### src/rtl/core/snse_pkg.sv
// Shared types, constants and step functions of the steering error core.
package snse_pkg;

    localparam int CHANNELS   = 4;
    localparam int RAW_W      = 8;
    localparam int NORM_W     = 7;
    localparam int NORM_FULL  = 100;
    localparam int NNUM_W     = 15;
    localparam int RAD_W      = 32;
    localparam int ROOT_W     = 16;
    localparam int SREM_W     = 19;
    localparam int DNUM_W     = 28;
    localparam int DEN_W      = 17;
    localparam int QUO_W      = 17;
    localparam int CMP_W      = DNUM_W + 6;
    localparam int STEER_W    = 18;
    localparam int UNIT_W     = 14;
    localparam int Q_SHIFT    = 12;
    localparam int M0_GAIN    = 5;
    localparam int M1_GAIN    = 20 * 4096;
    localparam int ROOT_BIAS  = 256;
    localparam int CFG_IDX_W  = 3;
    localparam int ADDR_W     = 5;
    localparam logic [RAW_W-1:0] MIN_RESET = 8'd1;
    localparam logic [RAW_W-1:0] MAX_RESET = 8'd200;

    typedef enum logic {
        MODE_MAGNITUDE = 1'b0,
        MODE_DIFF      = 1'b1
    } mode_t;

    typedef logic [CHANNELS-1:0][RAW_W-1:0]  raw_vec_t;
    typedef logic [CHANNELS-1:0][NORM_W-1:0] norm_vec_t;

    typedef struct packed {
        norm_vec_t norm;
        mode_t     mode;
        logic      fault;
    } side_t;

    // Normalizer lane: restoring division of (raw-min)*100 by (max-min).
    typedef struct packed {
        logic [NNUM_W-1:0] rem;
        logic [NORM_W-1:0] quo;
        logic [RAW_W-1:0]  den;
        logic              force_en;
        logic [NORM_W-1:0] force_val;
    } nlane_t;

    typedef struct packed {
        nlane_t [CHANNELS-1:0] lane;
        mode_t                 mode;
        logic                  fault;
    } nstage_t;

    // Square root lane: two radicand bits per step.
    typedef struct packed {
        logic [RAD_W-1:0]  rad;
        logic [SREM_W-1:0] rem;
        logic [ROOT_W-1:0] root;
    } slane_t;

    typedef struct packed {
        slane_t lft;
        slane_t rgt;
        side_t  side;
    } sstage_t;

    // Divider: magnitude quotient, sign applied at the end.
    typedef struct packed {
        logic [DNUM_W-1:0] rem;
        logic [QUO_W-1:0]  quo;
        logic [DEN_W-1:0]  den;
        logic              neg;
        side_t             side;
    } dstage_t;

    function automatic nstage_t norm_step(nstage_t s, int bitpos);
        nstage_t           r;
        logic [NNUM_W-1:0] sub;
        r = s;
        for (int c = 0; c < CHANNELS; c++) begin
            sub = NNUM_W'(s.lane[c].den) << bitpos;
            if (s.lane[c].rem >= sub) begin
                r.lane[c].rem         = s.lane[c].rem - sub;
                r.lane[c].quo[bitpos] = 1'b1;
            end
        end
        return r;
    endfunction

    function automatic slane_t sqrt_step(slane_t s);
        slane_t            r;
        logic [SREM_W-1:0] cur;
        logic [SREM_W-1:0] trial;
        cur   = {s.rem[SREM_W-3:0], s.rad[RAD_W-1 -: 2]};
        trial = SREM_W'({s.root, 2'b01});
        r.rad = s.rad << 2;
        if (cur >= trial) begin
            r.rem  = cur - trial;
            r.root = {s.root[ROOT_W-2:0], 1'b1};
        end else begin
            r.rem  = cur;
            r.root = {s.root[ROOT_W-2:0], 1'b0};
        end
        return r;
    endfunction

    function automatic dstage_t div_step(dstage_t s, int bitpos);
        dstage_t          r;
        logic [CMP_W-1:0] sub;
        r   = s;
        sub = CMP_W'(s.den) << bitpos;
        if (CMP_W'(s.rem) >= sub) begin
            r.rem         = DNUM_W'(CMP_W'(s.rem) - sub);
            r.quo[bitpos] = 1'b1;
        end
        return r;
    endfunction

endpackage

### src/rtl/core/snse_norm.sv
// Four-lane pipelined normalizer against the calibration window.
module snse_norm import snse_pkg::*; (
    input  logic     aclk,
    input  logic     aresetn,
    input  logic     in_valid,
    output logic     in_ready,
    input  raw_vec_t in_raw,
    input  mode_t    in_mode,
    input  raw_vec_t cfg_min,
    input  raw_vec_t cfg_max,
    output logic     out_valid,
    input  logic     out_ready,
    output side_t    out_side
);
    localparam int NST = NORM_W + 1;

    logic    v_reg  [NST];
    nstage_t st_reg [NST];
    logic [NST:0] en;
    nstage_t st0_next;

    assign en[NST]  = out_ready;
    assign in_ready = en[0];

    always_comb begin
        logic [RAW_W:0] d;
        logic [RAW_W-1:0] w;
        st0_next       = '0;
        st0_next.mode  = in_mode;
        for (int c = 0; c < CHANNELS; c++) begin
            d = {1'b0, in_raw[c]} - {1'b0, cfg_min[c]};
            w = cfg_max[c] - cfg_min[c];
            st0_next.lane[c].den = w;
            st0_next.lane[c].rem = NNUM_W'(d[RAW_W-1:0]) * NNUM_W'(NORM_FULL);
            if (cfg_max[c] <= cfg_min[c]) begin
                st0_next.fault              = 1'b1;
                st0_next.lane[c].force_en   = 1'b1;
            end else if (d[RAW_W] || d == '0) begin
                st0_next.lane[c].force_en   = 1'b1;
            end else if (d[RAW_W-1:0] >= w) begin
                st0_next.lane[c].force_en   = 1'b1;
                st0_next.lane[c].force_val  = NORM_W'(NORM_FULL);
            end
        end
    end

    always_ff @(posedge aclk) begin
        if (!aresetn) begin
            v_reg[0] <= 1'b0;
        end else if (en[0]) begin
            v_reg[0] <= in_valid;
        end
        if (en[0]) begin
            st_reg[0] <= st0_next;
        end
    end

    for (genvar k = 0; k < NST; k++) begin : g_en
        assign en[k] = !v_reg[k] || en[k+1];
    end

    // One quotient bit per stage, most significant first.
    for (genvar k = 1; k < NST; k++) begin : g_st
        always_ff @(posedge aclk) begin
            if (!aresetn) begin
                v_reg[k] <= 1'b0;
            end else if (en[k]) begin
                v_reg[k] <= v_reg[k-1];
            end
            if (en[k]) begin
                st_reg[k] <= norm_step(st_reg[k-1], NORM_W - k);
            end
        end
    end

    assign out_valid = v_reg[NST-1];

    always_comb begin
        out_side.mode  = st_reg[NST-1].mode;
        out_side.fault = st_reg[NST-1].fault;
        for (int c = 0; c < CHANNELS; c++) begin
            out_side.norm[c] = st_reg[NST-1].lane[c].force_en ?
                               st_reg[NST-1].lane[c].force_val : st_reg[NST-1].lane[c].quo;
        end
    end
endmodule

### config.mk
export PLATFORM = sky130hd
export DESIGN_NAME = snse_norm
export DESIGN_NICKNAME = d
export VERILOG_FILES = /design/src/rtl/core/snse_pkg.sv /design/src/rtl/core/snse_norm.sv
export SDC_FILE = /design/constraint.sdc
export NUM_CORES = 1
export LEC_CHECK = 0
export BUFFER_PORTS_ARGS = -buffer_cell sky130_fd_sc_hd__clkbuf_2
export CAP_MARGIN = 20
export CORE_UTILIZATION = 40
export DETAILED_ROUTE_END_ITERATION = 10
export SYNTH_ARGS = -nofsm -noshare
export SYNTH_HDL_FRONTEND = slang
export SYNTH_SLANG_ARGS = --single-unit
### constraint.sdc
create_clock -name aclk -period 9.9 [get_ports aclk]
set_input_delay 0.495 -clock aclk [delete_from_list [all_inputs] [get_ports aclk]]
set_output_delay 0.495 -clock aclk [all_outputs]
set_load 0.05 [all_outputs]
Word level (Yosys, flattened, before mapping)
Memory sizes are Yosys's and may differ from the RTL's.
Index checks and enable logic that the tools add are counted.
Operators by class
  multipliers: 4
  bitwise operators: 8
  multiplexer cells: 173
  magnitude comparators: 36
  add/sub/neg operators: 36
  reduce and logical (&&, ||, !) cells: 24
Operators with widths (number)
  2-to-1 mux 15 bit: 48
  2-to-1 mux 16 bit: 8
  2-to-1 mux 1 bit: 101
  2-to-1 mux 7 bit: 12
  >= comparator 15 x 10 -> 1 bit: 4
  >= comparator 15 x 11 -> 1 bit: 4
  >= comparator 15 x 12 -> 1 bit: 4
  >= comparator 15 x 13 -> 1 bit: 4
  >= comparator 15 x 14 -> 1 bit: 4
  >= comparator 15 x 8 -> 1 bit: 4
  >= comparator 15 x 9 -> 1 bit: 4
  subtractor 15 x 10 -> 15 bit: 4
  subtractor 15 x 11 -> 15 bit: 4
  subtractor 15 x 12 -> 15 bit: 4
  subtractor 15 x 13 -> 15 bit: 4
  subtractor 15 x 14 -> 15 bit: 4
  subtractor 15 x 8 -> 15 bit: 4
  subtractor 15 x 9 -> 15 bit: 4
  multiplier 8 x 5 -> 13 bit (second input constant): 4
  zero test 9 bit: 4
  subtractor 8 x 8 -> 9 bit: 4
  >= comparator 8 bit: 4
  less-or-equal comparator 8 bit: 4
  2-to-1 mux 8 bit: 4
  4 further kinds: 32
Storage, ports and cells
  output and inout bits: 32
  word-level logic and storage cells: 283
  memory bits (writable): 1240
  memories: 2
  input bits: 101
  flip-flop bits (word level): 0
Memory list
  st_reg: words 8, bits a word 154, rd ports 8, clocked after Yosys merged registers in 0, wr ports 8, line snse_norm.sv:18  | nstage_t st_reg [NST];
  v_reg: words 8, bits a word 1, rd ports 8, clocked after Yosys merged registers in 0, wr ports 8, line snse_norm.sv:17  | logic v_reg [NST];

Longest topological paths before layout
An unclocked memory read counts as a cell.
  depth after elaboration: 14
  gate-level depth with buffers: 19
  mapped depth without buffers: 19

Worst setup path after synthesis
Ideal clock, no wire load.
  path type: reg2reg
  from: memory v_reg[7][0] (netlist: v_reg[1][3])
  to: memory v_reg[0][0], data pin
  period minus slack after synthesis: 7.063 ns
  arrival time: 6.914 ns
  stages on the path, launching flop included: 8
  setup slack: 2.837 ns
  setup time: 0.148 ns
  data required time: 9.752 ns
  buffers on the path: 0
  cells stage by stage: edfxtp_1 -> nor2b_1 -> and2_1 -> inv_1 -> nor2_1 -> and3_1 -> nand2_1 -> and3_1
RTL lines (line)
  start, declared: snse_norm.sv:17

==> flow_metrics.tcl <==
set metrics [dict create \
    area_growth_pct 11.6 \
    synth_edf_count 791 \
    yosys_warnings 0 \
    ys_ff_latch 792 \
    holdBufCountCts 0 \
    crit_slowest_cell "fa_1" \
    min_from "in_mode" \
    r2r-end "st_reg[0][66]" \
    final_cell_count_no_fill 5499 \
    syn_inst 3767 \
    rsz0062_at_grt "no" \
    crit_start "cfg_min[9]" \
    cts_sinks 792 \
    die_area_um2 112000 \
    drt_iter0_drc 1392 \
    synthDistinctLibCells 84 \
    outcome "finished, final reports clean" \
    hold_viol_final 0 \
    hold_class "in -> reg" \
    clockRootBuffer "clkbuf_16" \
    grt-ovfl-total 0 \
    vdd_drop_max_mv 0.125 \
    drt_wl_total_um 77500 \
    num-fill-cells 9993 \
    vias 27000 \
    track_usage 0.139 \
    clock_latency_ns 0.63 \
    min_to "st_reg[0][1]" \
    cts_resized 0 \
    yosys_most_used_dff "edfxtp_1" \
    period_needed_ns 4.06 \
    drc 0 \
    critPathArrivalTime_ns 4.43 \
    clock_path_buffers 3 \
    hold_depth 1 \
    synth_top_area_share 0.535 \
    netlist_area_um2 44400 \
    dpl.hpwl_um 59900 \
    setup-violations-final 0 \
    port_buffers 132 \
    nets 4547 \
    grt_first_pass_wirelength_um 130000 \
    die_width_um 335 \
    yosys.area.top_type "edfxtp_1" \
    initial_core_util 0.405 \
    worstRegToRegCells 8 \
    max_stage_delay_ns 0.50 \
    finalSetupTns_ns 0 \
    cts_buffers 82 \
    r2r_slack_ns 6.22 \
    yosysMostFrequentCell "edfxtp_1" \
    antenna_found_initial 0 \
    cap_violations 0 \
    rr_startpoint "v_reg[1][3]" \
    drive_gt1_frac 0.0887 \
    synth_common_cells "edfxtp_1 (791), inv_1 (454), ha_1 (441), nor2_1 (269), o21ai_0 (235)" \
    crit_type "in -> reg" \
    ant_nets 0 \
    ys_async_sr_fraction 0 \
    htreeDepth 3 \
    cts_tree "built" \
    finClkSkew_ns 0.0218 \
    start_kind "input port" \
    grt_pass1_vias 26500 \
    worstPathMaxFanout 5 \
    cts_setup_buffers 0 \
    wl_per_cell_um 14.1 \
    crit_top_cell "ha_1" \
    ys_seq_area_frac 0.536 \
    pwr_density_cell_nw_per_um2 317 \
    largest_reg_flops 784 \
    syn_area_per_cell_um2 11.8 \
    drv_slew 0 \
    place_inst 5351 \
    synth_nets 4353 \
    via_per_inst 4.91 \
    placementRows 121 \
    p_leak_nw 20.7 \
    timing.critical_path.cells "clkbuf_2 -> inv_1 -> ha_1 -> nor2b_1 -> o31a_1 -> a21oi_1 -> ha_1 -> ha_1 -> inv_1 -> fa_1 -> inv_1 -> ha_1 -> nor2b_1 -> o21ai_0 -> a21boi_0 -> o21a_1 -> o41a_1 -> xnor2_1" \
    place_congestion 0.867 \
    grt_max_degree 80 \
    drtPass1Iterations 5 \
    fmax_ghz 0.246 \
    die_y_um 335 \
    coreArea_um2 109000 \
    io_pins 133 \
    num_antenna_cells 0 \
    finalCritPeriodShare 0.410 \
    worst_slew_pin_slew_ns 0.982 \
    path_clk_slew_ns 0.06 \
    slew_headroom 0.345 \
    required_ns 10.27 \
    endpoint_kind "flip-flop" \
    total_power_mw 15.7 \
    synthTopCellsByArea "edfxtp_1 (54%), ha_1 (12%), inv_1 (3.8%)" \
]
metal layers:
| metal | global-route usage | up-vias | part of all wire |
|---|---|---|---|
| met2 | 0.219 | 364 | 0.43 |
| li1 | - | 14100 | - |
| met1 | 0.198 | 12400 | 0.51 |
| met4 | 0.0422 | 0 | 0.022 |
| met5 | 0 | - | 0 |
| met3 | 0.0199 | 119 | 0.035 |
where the power goes:
group	internal, mW	switching, mW
clock network	1.79	1.23
logic	3.00	3.58
registers	5.42	0.685
total	10.2	5.49
critical path, delay by kind of cell:
family	cells	cell delay, ns
buffers and inverters	4	0.31
adders and majority gates	5	1.66
AOI/OAI and AO/OA	6	1.56
and+or+nand+nor	2	0.28
xor gates and xnor gates	1	0.13
cells in the final DEF, fill, tap and decap left out, drive strengths merged, types with 12 or more instances in the layout:
cell,Yosys,final
a21o,55,55
nand4,34,34
fa,44,44
o21a,45,45
and3,12,12
mux2,37,37
nand2,203,203
or2,15,15
nand4b,16,16
mux2i,19,19
inv,455,457
nor2,269,269
and2,18,18
clkinv,0,25
ha,441,441
edfxtp,791,791
o31ai,26,26
nor4,48,48
clkbuf,23,240
xnor2,124,124
o21ai,241,241
nand2b,55,55
a21boi,17,17
or4,18,18
o41ai,23,23
nor3,77,77
a211oi,19,19
nor2b,78,78
o31a,25,25
a21oi,185,185
buf,14,15
nand3,58,58
or3,17,17
o211ai,20,20
xor2,122,122
kinds of logic after synthesis:
logic type	synth area share
xor+xnor	0.0486
compound gates	0.104
flops	0.536
mux	0.0138
fa+ha+maj	0.144
simple gates	0.112
buf+inv	0.0424
layout make-up:
cell class,instances,area [um2],share of cell area
clock buffer,108,2260,0.0456
clock inverter,38,388,0.00784
inverter,455,1720,0.0347
multi-input combinational,2483,18700,0.379
sequential,792,23800,0.480
tap,1476,1850,0.0373
timing repair buffer,147,777,0.0157
stage by stage:
stage	instance area, um2	hold slack, ns	utilization	setup slack, ns
CTS	49500	0.000103	0.452	5.78
floorplan	44400	0.400	-	2.84
global route	49500	0.0154	0.452	5.54
global placement	46800	0.401	0.428	5.28
detailed placement	46800	0.405	0.428	5.22
finish	49500	0.0509	0.452	5.84
how the worst max path moves through the flow:
stage                           to  cells past startpoint
floorplan              v_reg[0][0]                      7
global placement     st_reg[0][77]                     18
detailed placement   st_reg[0][77]                     18
CTS                       in_ready                      7
global route        st_reg[0][115]                     19
finish               st_reg[0][77]                     18
Note: power is estimated with default switching activity, not from simulation.
