===== config.mk =====
export PLATFORM = sky130hd
export DESIGN_NAME = snse_div
export DESIGN_NICKNAME = d
export VERILOG_FILES = /design/src/rtl/core/snse_pkg.sv /design/src/rtl/core/snse_div.sv
export SDC_FILE = /design/constraint.sdc
export NUM_CORES = 2
export LEC_CHECK = 0
export ABC_AREA = 1
export BUFFER_PORTS_ARGS = -buffer_cell sky130_fd_sc_hd__buf_2
export CAP_MARGIN = 20
export CORE_MARGIN = 2
export CORE_UTILIZATION = 63
export CTS_CLUSTER_DIAMETER = 60
export DETAILED_ROUTE_END_ITERATION = 8
export GPL_ROUTABILITY_DRIVEN = 0
export PLACE_DENSITY_LB_ADDON = 0.25
export SYNTH_ARGS = -nofsm -noshare
export SYNTH_HDL_FRONTEND = slang
export SYNTH_SLANG_ARGS = --single-unit
export TNS_END_PERCENT = 50

===== constraint.sdc =====
create_clock -name aclk -period 9.8 [get_ports aclk]
set_clock_uncertainty 0.1 [all_clocks]
set_input_delay 0.49 -clock aclk [delete_from_list [all_inputs] [get_ports aclk]]
set_output_delay 0.49 -clock aclk [all_outputs]
set_load 0.05 [all_outputs]

===== src/rtl/core/snse_pkg.sv =====
// Shared types, constants and step functions of the steering error core.
package snse_pkg;

    localparam int CHANNELS   = 4;
    localparam int RAW_W      = 8;
    localparam int NORM_W     = 7;
    localparam int NORM_FULL  = 100;
    localparam int NNUM_W     = 15;
    localparam int RAD_W      = 32;
    localparam int ROOT_W     = 16;
    localparam int SREM_W     = 19;
    localparam int DNUM_W     = 28;
    localparam int DEN_W      = 17;
    localparam int QUO_W      = 17;
    localparam int CMP_W      = DNUM_W + 6;
    localparam int STEER_W    = 18;
    localparam int UNIT_W     = 14;
    localparam int Q_SHIFT    = 12;
    localparam int M0_GAIN    = 5;
    localparam int M1_GAIN    = 20 * 4096;
    localparam int ROOT_BIAS  = 256;
    localparam int CFG_IDX_W  = 3;
    localparam int ADDR_W     = 5;
    localparam logic [RAW_W-1:0] MIN_RESET = 8'd1;
    localparam logic [RAW_W-1:0] MAX_RESET = 8'd200;

    typedef enum logic {
        MODE_MAGNITUDE = 1'b0,
        MODE_DIFF      = 1'b1
    } mode_t;

    typedef logic [CHANNELS-1:0][RAW_W-1:0]  raw_vec_t;
    typedef logic [CHANNELS-1:0][NORM_W-1:0] norm_vec_t;

    typedef struct packed {
        norm_vec_t norm;
        mode_t     mode;
        logic      fault;
    } side_t;

    // Normalizer lane: restoring division of (raw-min)*100 by (max-min).
    typedef struct packed {
        logic [NNUM_W-1:0] rem;
        logic [NORM_W-1:0] quo;
        logic [RAW_W-1:0]  den;
        logic              force_en;
        logic [NORM_W-1:0] force_val;
    } nlane_t;

    typedef struct packed {
        nlane_t [CHANNELS-1:0] lane;
        mode_t                 mode;
        logic                  fault;
    } nstage_t;

    // Square root lane: two radicand bits per step.
    typedef struct packed {
        logic [RAD_W-1:0]  rad;
        logic [SREM_W-1:0] rem;
        logic [ROOT_W-1:0] root;
    } slane_t;

    typedef struct packed {
        slane_t lft;
        slane_t rgt;
        side_t  side;
    } sstage_t;

    // Divider: magnitude quotient, sign applied at the end.
    typedef struct packed {
        logic [DNUM_W-1:0] rem;
        logic [QUO_W-1:0]  quo;
        logic [DEN_W-1:0]  den;
        logic              neg;
        side_t             side;
    } dstage_t;

    function automatic nstage_t norm_step(nstage_t s, int bitpos);
        nstage_t           r;
        logic [NNUM_W-1:0] sub;
        r = s;
        for (int c = 0; c < CHANNELS; c++) begin
            sub = NNUM_W'(s.lane[c].den) << bitpos;
            if (s.lane[c].rem >= sub) begin
                r.lane[c].rem         = s.lane[c].rem - sub;
                r.lane[c].quo[bitpos] = 1'b1;
            end
        end
        return r;
    endfunction

    function automatic slane_t sqrt_step(slane_t s);
        slane_t            r;
        logic [SREM_W-1:0] cur;
        logic [SREM_W-1:0] trial;
        cur   = {s.rem[SREM_W-3:0], s.rad[RAD_W-1 -: 2]};
        trial = SREM_W'({s.root, 2'b01});
        r.rad = s.rad << 2;
        if (cur >= trial) begin
            r.rem  = cur - trial;
            r.root = {s.root[ROOT_W-2:0], 1'b1};
        end else begin
            r.rem  = cur;
            r.root = {s.root[ROOT_W-2:0], 1'b0};
        end
        return r;
    endfunction

    function automatic dstage_t div_step(dstage_t s, int bitpos);
        dstage_t          r;
        logic [CMP_W-1:0] sub;
        r   = s;
        sub = CMP_W'(s.den) << bitpos;
        if (CMP_W'(s.rem) >= sub) begin
            r.rem         = DNUM_W'(CMP_W'(s.rem) - sub);
            r.quo[bitpos] = 1'b1;
        end
        return r;
    endfunction

endpackage


===== src/rtl/core/snse_div.sv =====
// Pipelined signed ratio divider with the output register.
module snse_div import snse_pkg::*; (
    input  logic                      aclk,
    input  logic                      aresetn,
    input  logic                      in_valid,
    output logic                      in_ready,
    input  side_t                     in_side,
    input  logic [ROOT_W-1:0]         in_lroot,
    input  logic [ROOT_W-1:0]         in_rroot,
    output logic                      out_valid,
    input  logic                      out_ready,
    output side_t                     out_side,
    output logic signed [STEER_W-1:0] out_steer,
    output logic signed [UNIT_W-1:0]  out_unit
);
    localparam int NST = QUO_W + 1;

    logic    v_reg  [NST];
    dstage_t st_reg [NST];
    logic [NST:0] en;
    dstage_t st0_next;
    logic                      ov_reg;
    side_t                     oside_reg;
    logic signed [STEER_W-1:0] steer_reg, steer_next;
    logic signed [UNIT_W-1:0]  unit_reg, unit_next;

    assign en[NST]  = !ov_reg || out_ready;
    assign in_ready = en[0];

    always_comb begin
        logic [ROOT_W:0]  ri;
        logic [ROOT_W:0]  diff;
        logic [ROOT_W:0]  mag;
        logic [RAW_W:0]   d1;
        logic [NORM_W-1:0] m1;
        st0_next      = '0;
        st0_next.side = in_side;
        ri   = {1'b0, in_rroot[ROOT_W-1:8], 8'd0};
        diff = ri - {1'b0, in_lroot};
        mag  = diff[ROOT_W] ? -diff : diff;
        d1   = {2'b0, in_side.norm[3]} - {2'b0, in_side.norm[0]};
        m1   = d1[RAW_W] ? NORM_W'(-d1) : NORM_W'(d1);
        if (in_side.mode == MODE_MAGNITUDE) begin
            st0_next.neg = diff[ROOT_W];
            st0_next.rem = DNUM_W'(mag) << Q_SHIFT;
            st0_next.den = DEN_W'(in_lroot) + DEN_W'(in_rroot) + DEN_W'(ROOT_BIAS);
        end else begin
            st0_next.neg = d1[RAW_W];
            st0_next.rem = DNUM_W'(m1) * DNUM_W'(M1_GAIN);
            st0_next.den = DEN_W'(in_side.norm[3]) + DEN_W'(in_side.norm[0]) + DEN_W'(1);
        end
    end

    always_ff @(posedge aclk) begin
        if (!aresetn) begin
            v_reg[0] <= 1'b0;
        end else if (en[0]) begin
            v_reg[0] <= in_valid;
        end
        if (en[0]) begin
            st_reg[0] <= st0_next;
        end
    end

    for (genvar k = 0; k < NST; k++) begin : g_en
        assign en[k] = !v_reg[k] || en[k+1];
    end

    for (genvar k = 1; k < NST; k++) begin : g_st
        always_ff @(posedge aclk) begin
            if (!aresetn) begin
                v_reg[k] <= 1'b0;
            end else if (en[k]) begin
                v_reg[k] <= v_reg[k-1];
            end
            if (en[k]) begin
                st_reg[k] <= div_step(st_reg[k-1], QUO_W - k);
            end
        end
    end

    // Apply the sign, then scale the unit ratio in magnitude mode.
    always_comb begin
        logic [STEER_W-1:0] q;
        q = {1'b0, st_reg[NST-1].quo};
        if (st_reg[NST-1].neg) begin
            q = -q;
        end
        if (st_reg[NST-1].side.mode == MODE_MAGNITUDE) begin
            unit_next  = UNIT_W'(q);
            steer_next = STEER_W'((q << 2) + q);
        end else begin
            unit_next  = '0;
            steer_next = q;
        end
    end

    always_ff @(posedge aclk) begin
        if (!aresetn) begin
            ov_reg <= 1'b0;
        end else if (en[NST]) begin
            ov_reg <= v_reg[NST-1];
        end
        if (en[NST]) begin
            oside_reg <= st_reg[NST-1].side;
            steer_reg <= steer_next;
            unit_reg  <= unit_next;
        end
    end

    assign out_valid = ov_reg;
    assign out_side  = oside_reg;
    assign out_steer = steer_reg;
    assign out_unit  = unit_reg;
endmodule


* Yosys cells after proc, flatten, opt, wreduce, memory -nomap -nowiden
Memories as Yosys holds them, arrays and structs flattened. Cells that the tools add are included.
Word-level totals: register bits after elaboration 63, memory bits (writable) 1692, input port bits 66, output and inout port bits 64, memories kept 2
Memory list:
- st_reg | words 18, bits a word 93, rd ports 18, clocked after memory_dff 0, wr ports 18, RTL line snse_div.sv:19 | dstage_t st_reg [NST];
- v_reg | words 18, bits a word 1, rd ports 18, clocked after memory_dff 0, wr ports 18, RTL line snse_div.sv:18 | logic v_reg [NST];
Operators by class: add/subtract/negate cells 27, multipliers 1, order comparisons 17, mux-type cells 163, bitwise operators 18, reductions and logical operators 38
Operators by type and width (number):
- two-way mux 28 bit | 33
- subtractor 28 bit | 6
- two-way mux 1 bit | 123
- two-way mux 29 bit | 2
- two-way mux 18 bit | 3
- greater-or-equal comparator 28 x 33 -> 1 bit | 1
- greater-or-equal comparator 28 x 32 -> 1 bit | 1
- greater-or-equal comparator 28 x 31 -> 1 bit | 1
- greater-or-equal comparator 28 x 30 -> 1 bit | 1
- greater-or-equal comparator 28 x 29 -> 1 bit | 1
- greater-or-equal comparator 28 x 17 -> 1 bit | 1
- greater-or-equal comparator 28 x 18 -> 1 bit | 1
- greater-or-equal comparator 28 x 19 -> 1 bit | 1
- greater-or-equal comparator 28 x 20 -> 1 bit | 1
- greater-or-equal comparator 28 x 21 -> 1 bit | 1
- greater-or-equal comparator 28 x 22 -> 1 bit | 1
- greater-or-equal comparator 28 x 23 -> 1 bit | 1
- greater-or-equal comparator 28 x 24 -> 1 bit | 1
- greater-or-equal comparator 28 x 25 -> 1 bit | 1
- greater-or-equal comparator 28 x 26 -> 1 bit | 1
- greater-or-equal comparator 28 x 27 -> 1 bit | 1
- greater-or-equal comparator 28 bit | 1
- subtractor 28 x 17 -> 28 bit | 1
- subtractor 28 x 18 -> 28 bit | 1
- other kinds (25) | 78

* Depth between registers and ports, before layout
word-level depth 24, gate-level depth with buffers 24, depth with buffers taken out 24

* Least setup slack after synthesis
No wires, ideal clock.
path type flip-flop to flip-flop, from reg ov_reg (netlist: out_valid) (read register of v_reg), to mem st_reg[0][0] (netlist bit) (enable), data arrival time 7.367 ns, data required time 8.870 ns, setup slack 1.504 ns, stages on the path, launching flop included 10, buffers on the path 0, path through dfxtp_1 -> nand4_4 -> nor2_4 -> nand4_4 -> nor2_4 -> nand4_4 -> nor2_4 -> nand4_4 -> nor2_4 -> nand4_2
RTL lines:
- start, declared | RTL line snse_div.sv:22 | logic ov_reg;
- end, declared | RTL line snse_div.sv:19

==> impl_metrics.csv <==
group,metric,value,unit
synthesis,synth_xor_area_share,3.76,%
synthesis,synth_top_area_share,65.0,%
run,max-cap-violations,0,
critical_path,crit_path_end_kind,"output port",
floorplanning,core,103000,um^2
placed_design,dpl_cell_area,67700,um^2
routing,antenna_left,0,
synthesis,synth_cell_types,77,
power,power.switching,8.43,mW
floorplanning,die_h,326,um
floorplanning,die_area,107000,um^2
sta,finalMaxSlewViolations,0,
synthesis,syn_nets,5906,
routing,routed_wirelength,130,mm
cts,post_cts_buffers,0,
sta,layout_setup_ws,4.00,ns
routing,drtPass1Iterations,8,
synthesis,async_reset_ff_share,0,%
sta,hold_viol,0,
power,p_total,23.1,mW
power,p_leak,29.8,nW
cts,ctsHtreeMaxLevel,4,
critical_path,crit_fanout,70,
synthesis,synth.largest_area_cell,"edfxtp_1",
synthesis,muxShareOfSynthArea,0,%
synthesis,yosys_register_bits,1419,
critical_path,criticalPathCategory,"reg2out",
power,ir_drop,0.263,mV
routing,drc,0,
synthesis,ys_seq_area_share,65.0,%
sta,fmax,0.172,GHz
synthesis,synth_most_common_cell,"edfxtp_1",
critical_path,cpLargestDelayFamily,"simple AND/OR/NAND/NOR gates",
global_routing,antenna_found_initial,1,
sta,setup_viol_count_final,0,
synthesis,synth_warnings,0,
sta,whs,0.0464,ns
layout,fillers,6779,
floorplanning,die_w,326,um
synthesis,yosys-top-cells-area,"edfxtp_1 (65%), ha_1 (6.7%), nand2_1 (4.8%)",
synthesis,syn-instance-count,5466,
synthesis,avgSynthCellArea,12.0,um^2
power,sequentialPowerShare,40.8,%
layout,drive_gt1_share,8.19,%
layout,final_util,70.1,%
synthesis,synth_top_family_by_area,"simple AND/OR/NAND/NOR gates",
critical_path,start_kind,"flip-flop",
critical_path,crit_buf_inv,3,
synthesis,synth_compound_area_share,8.39,%
routing,vias_per_cell,5.68,
routing,wire_per_inst,18.1,um
global_routing,grt_use_total,24.5,%
sta,period_share,59.2,%
synthesis,synthAdderAreaFrac,7.38,%
critical_path,cp_common_cell,"nand4_4",
global_routing,grt_max_degree,79,
synthesis,syn-cell-area,65500,um^2
cts,post_cts_resized,0,
layout,fin_cells,7207,
power,netSwitchingFraction,36.5,%
cts,cts_root_buf,"clkbuf_16",
critical_path,worstPathCellList,"nand4_4, nor2_4, nand4_4, nor2_4, nand4_4, nor2_4, nand4_4, buf_4, nor2_4, nand4_4, buf_4, buf_2",
routing,vias,40900,
power,p_comb_share,36.6,%
sta,tns,0,ns
layout,antenna_cells,0,
placed_design,dpl.cell_count,6933,
global_routing,gr-total-overflow,0,
placed_design,dp_hpwl,87.2,mm
worst_hold_path,hold_path.class,"in2reg",
critical_path,arrival,5.21,ns
critical_path,slowest_delay,0.50,ns
sta,fin_crit,5.80,ns
cts,cts_tree,"yes",
power,p_per_area,319,nW/um^2
global_routing,grt_pass1_wl,208,mm
cts,cts.clk_slew.worst_paths,0.06,ns
floorplanning,io_pins,130,
sta,grt_setup_unrepaired,"false",
global_routing,use_met3,3.35,%
synthesis,synth_commonest_cells,"edfxtp_1 (1417), nand2_1 (833), inv_1 (711)",
floorplanning,start_util,63.4,%
layout,fin_nets,6165,
outcome,status,"complete, no violations",
routing,initialDrtViolationCount,3973,
cts,cts_sinks,1419,
cts,cts_buffers,141,
global_routing,gr-usage-met2,42.3,%
global_routing,grt_pass1_vias,39800,
sta,worst_slew_pin_slew,1.04,ns
power,power.share.clock,22.6,%
placed_design,place_ws,4.37,ns
critical_path,crit_slowest_cell,"nand4_4",
floorplanning,rows,118,
layout,finalInstanceArea,72500,um^2
placed_design,numPortBuffers,129,
synthesis,ys.flop_type,"edfxtp_1",
global_routing,use_met1,32.0,%
cts,clkLatencyLatePin,0.77,ns
layout,largest_reg_flops,1338,
synthesis,synthSimpleGateAreaFrac,10.7,%
global_routing,busiest_layer,"met2",
critical_path,critPathRequiredTime,9.21,ns
cts,cts_max_path_buffers,3,
power,internal_power,14.7,mW
sta,maxSlewHeadroom,30.5,%
layout,layout-area-overhead-vs-synth,10.7,%
synthesis,synth_edf_count,1417,
[power by group through the flow]
| stage | clock (mW) | combinational [mW] | sequential (mW) |
|---|---|---|---|
| after CTS | 5.31 | 8.31 | 9.40 |
| after floorplan | 0 | 6.33 | 9.30 |
| after global routing | 5.54 | 9.45 | 9.54 |
| final | 5.23 | 8.45 | 9.42 |
| after global placement | 0 | 7.94 | 9.43 |
| after detailed placement | 0 | 8.18 | 9.48 |
[timing repair]
item,in CTS,in global routing
hold endpoints to repair,29,0
hold buffers,29,0
endpoints found under the setup margin,0,0
[worst reg2reg max path, stage by stage (launching register included)]
cell and delay (ns):
edfxtp_1 0.47, nand4_4 0.50, nor2_4 0.37, nand4_4 0.36, nor2_4 0.29, nand4_4 0.41, nor2_4 0.37, nand3_4 0.10
buf_4 0.39, clkinv_2 0.19, nand3_4 0.07, buf_4 0.39, nor2_4 0.29, inv_2 0.23, buf_4 0.39
[routing by layer]
layer  routed length [um]  up-vias  share of wire, %
li1                     -    19700                 -
met3                 7420      332               5.7
met4                 4410        0               3.4
met1                53500    19400                41
met5                    0        -                 0
met2                64900     1516                50
[cell usage in the layout (no fill, tap or decap), types with 67 or more instances in the layout]
cell / instances
a21oi_1: 419
buf_2: 129
clkbuf_16: 141
edfxtp_1: 1417
ha_1: 353
inv_1: 702
nand2_1: 831
nand3_1: 161
nor2_1: 378
o21ai_0: 293
o21ai_1: 67
xnor2_1: 135
xor2_1: 144
[area by class of cell]
class	count	area, um^2	area share (%)
Sequential cell	1419	42600	58.8
Multi-Input combinational cell	3256	19800	27.4
Clock buffer	165	3620	4.99
Inverter	726	2730	3.77
Tap cell	1380	1730	2.38
Timing Repair Buffer	181	1110	1.53
Clock inverter	80	881	1.22
[logic make-up (layout without fill, tap and decap cells)]
family / Yosys count / after routing
DFF: 1419 / 1419
adders and majority gates: 374 / 374
xor gates and xnor gates: 280 / 280
AOI/OAI and AO/OA: 984 / 984
and+or+nand+nor: 1618 / 1618
buffers and inverters: 791 / 1152
[worst paths after layout]
check | slack (ns) | startpoint | to | depth (start not counted)
worst min register to register | 0.30 | st_reg[6][4] | st_reg[7][4] | 0
worst max register to register | 4.52 | v_reg[17] | st_reg[2][40] | 14
worst max-delay path | 4.00 | v_reg[17] | in_ready | 12
worst min-delay path | 0.05 | in_lroot[0] | st_reg[0][77] | 3
Power figures use the tool's default switching activity.
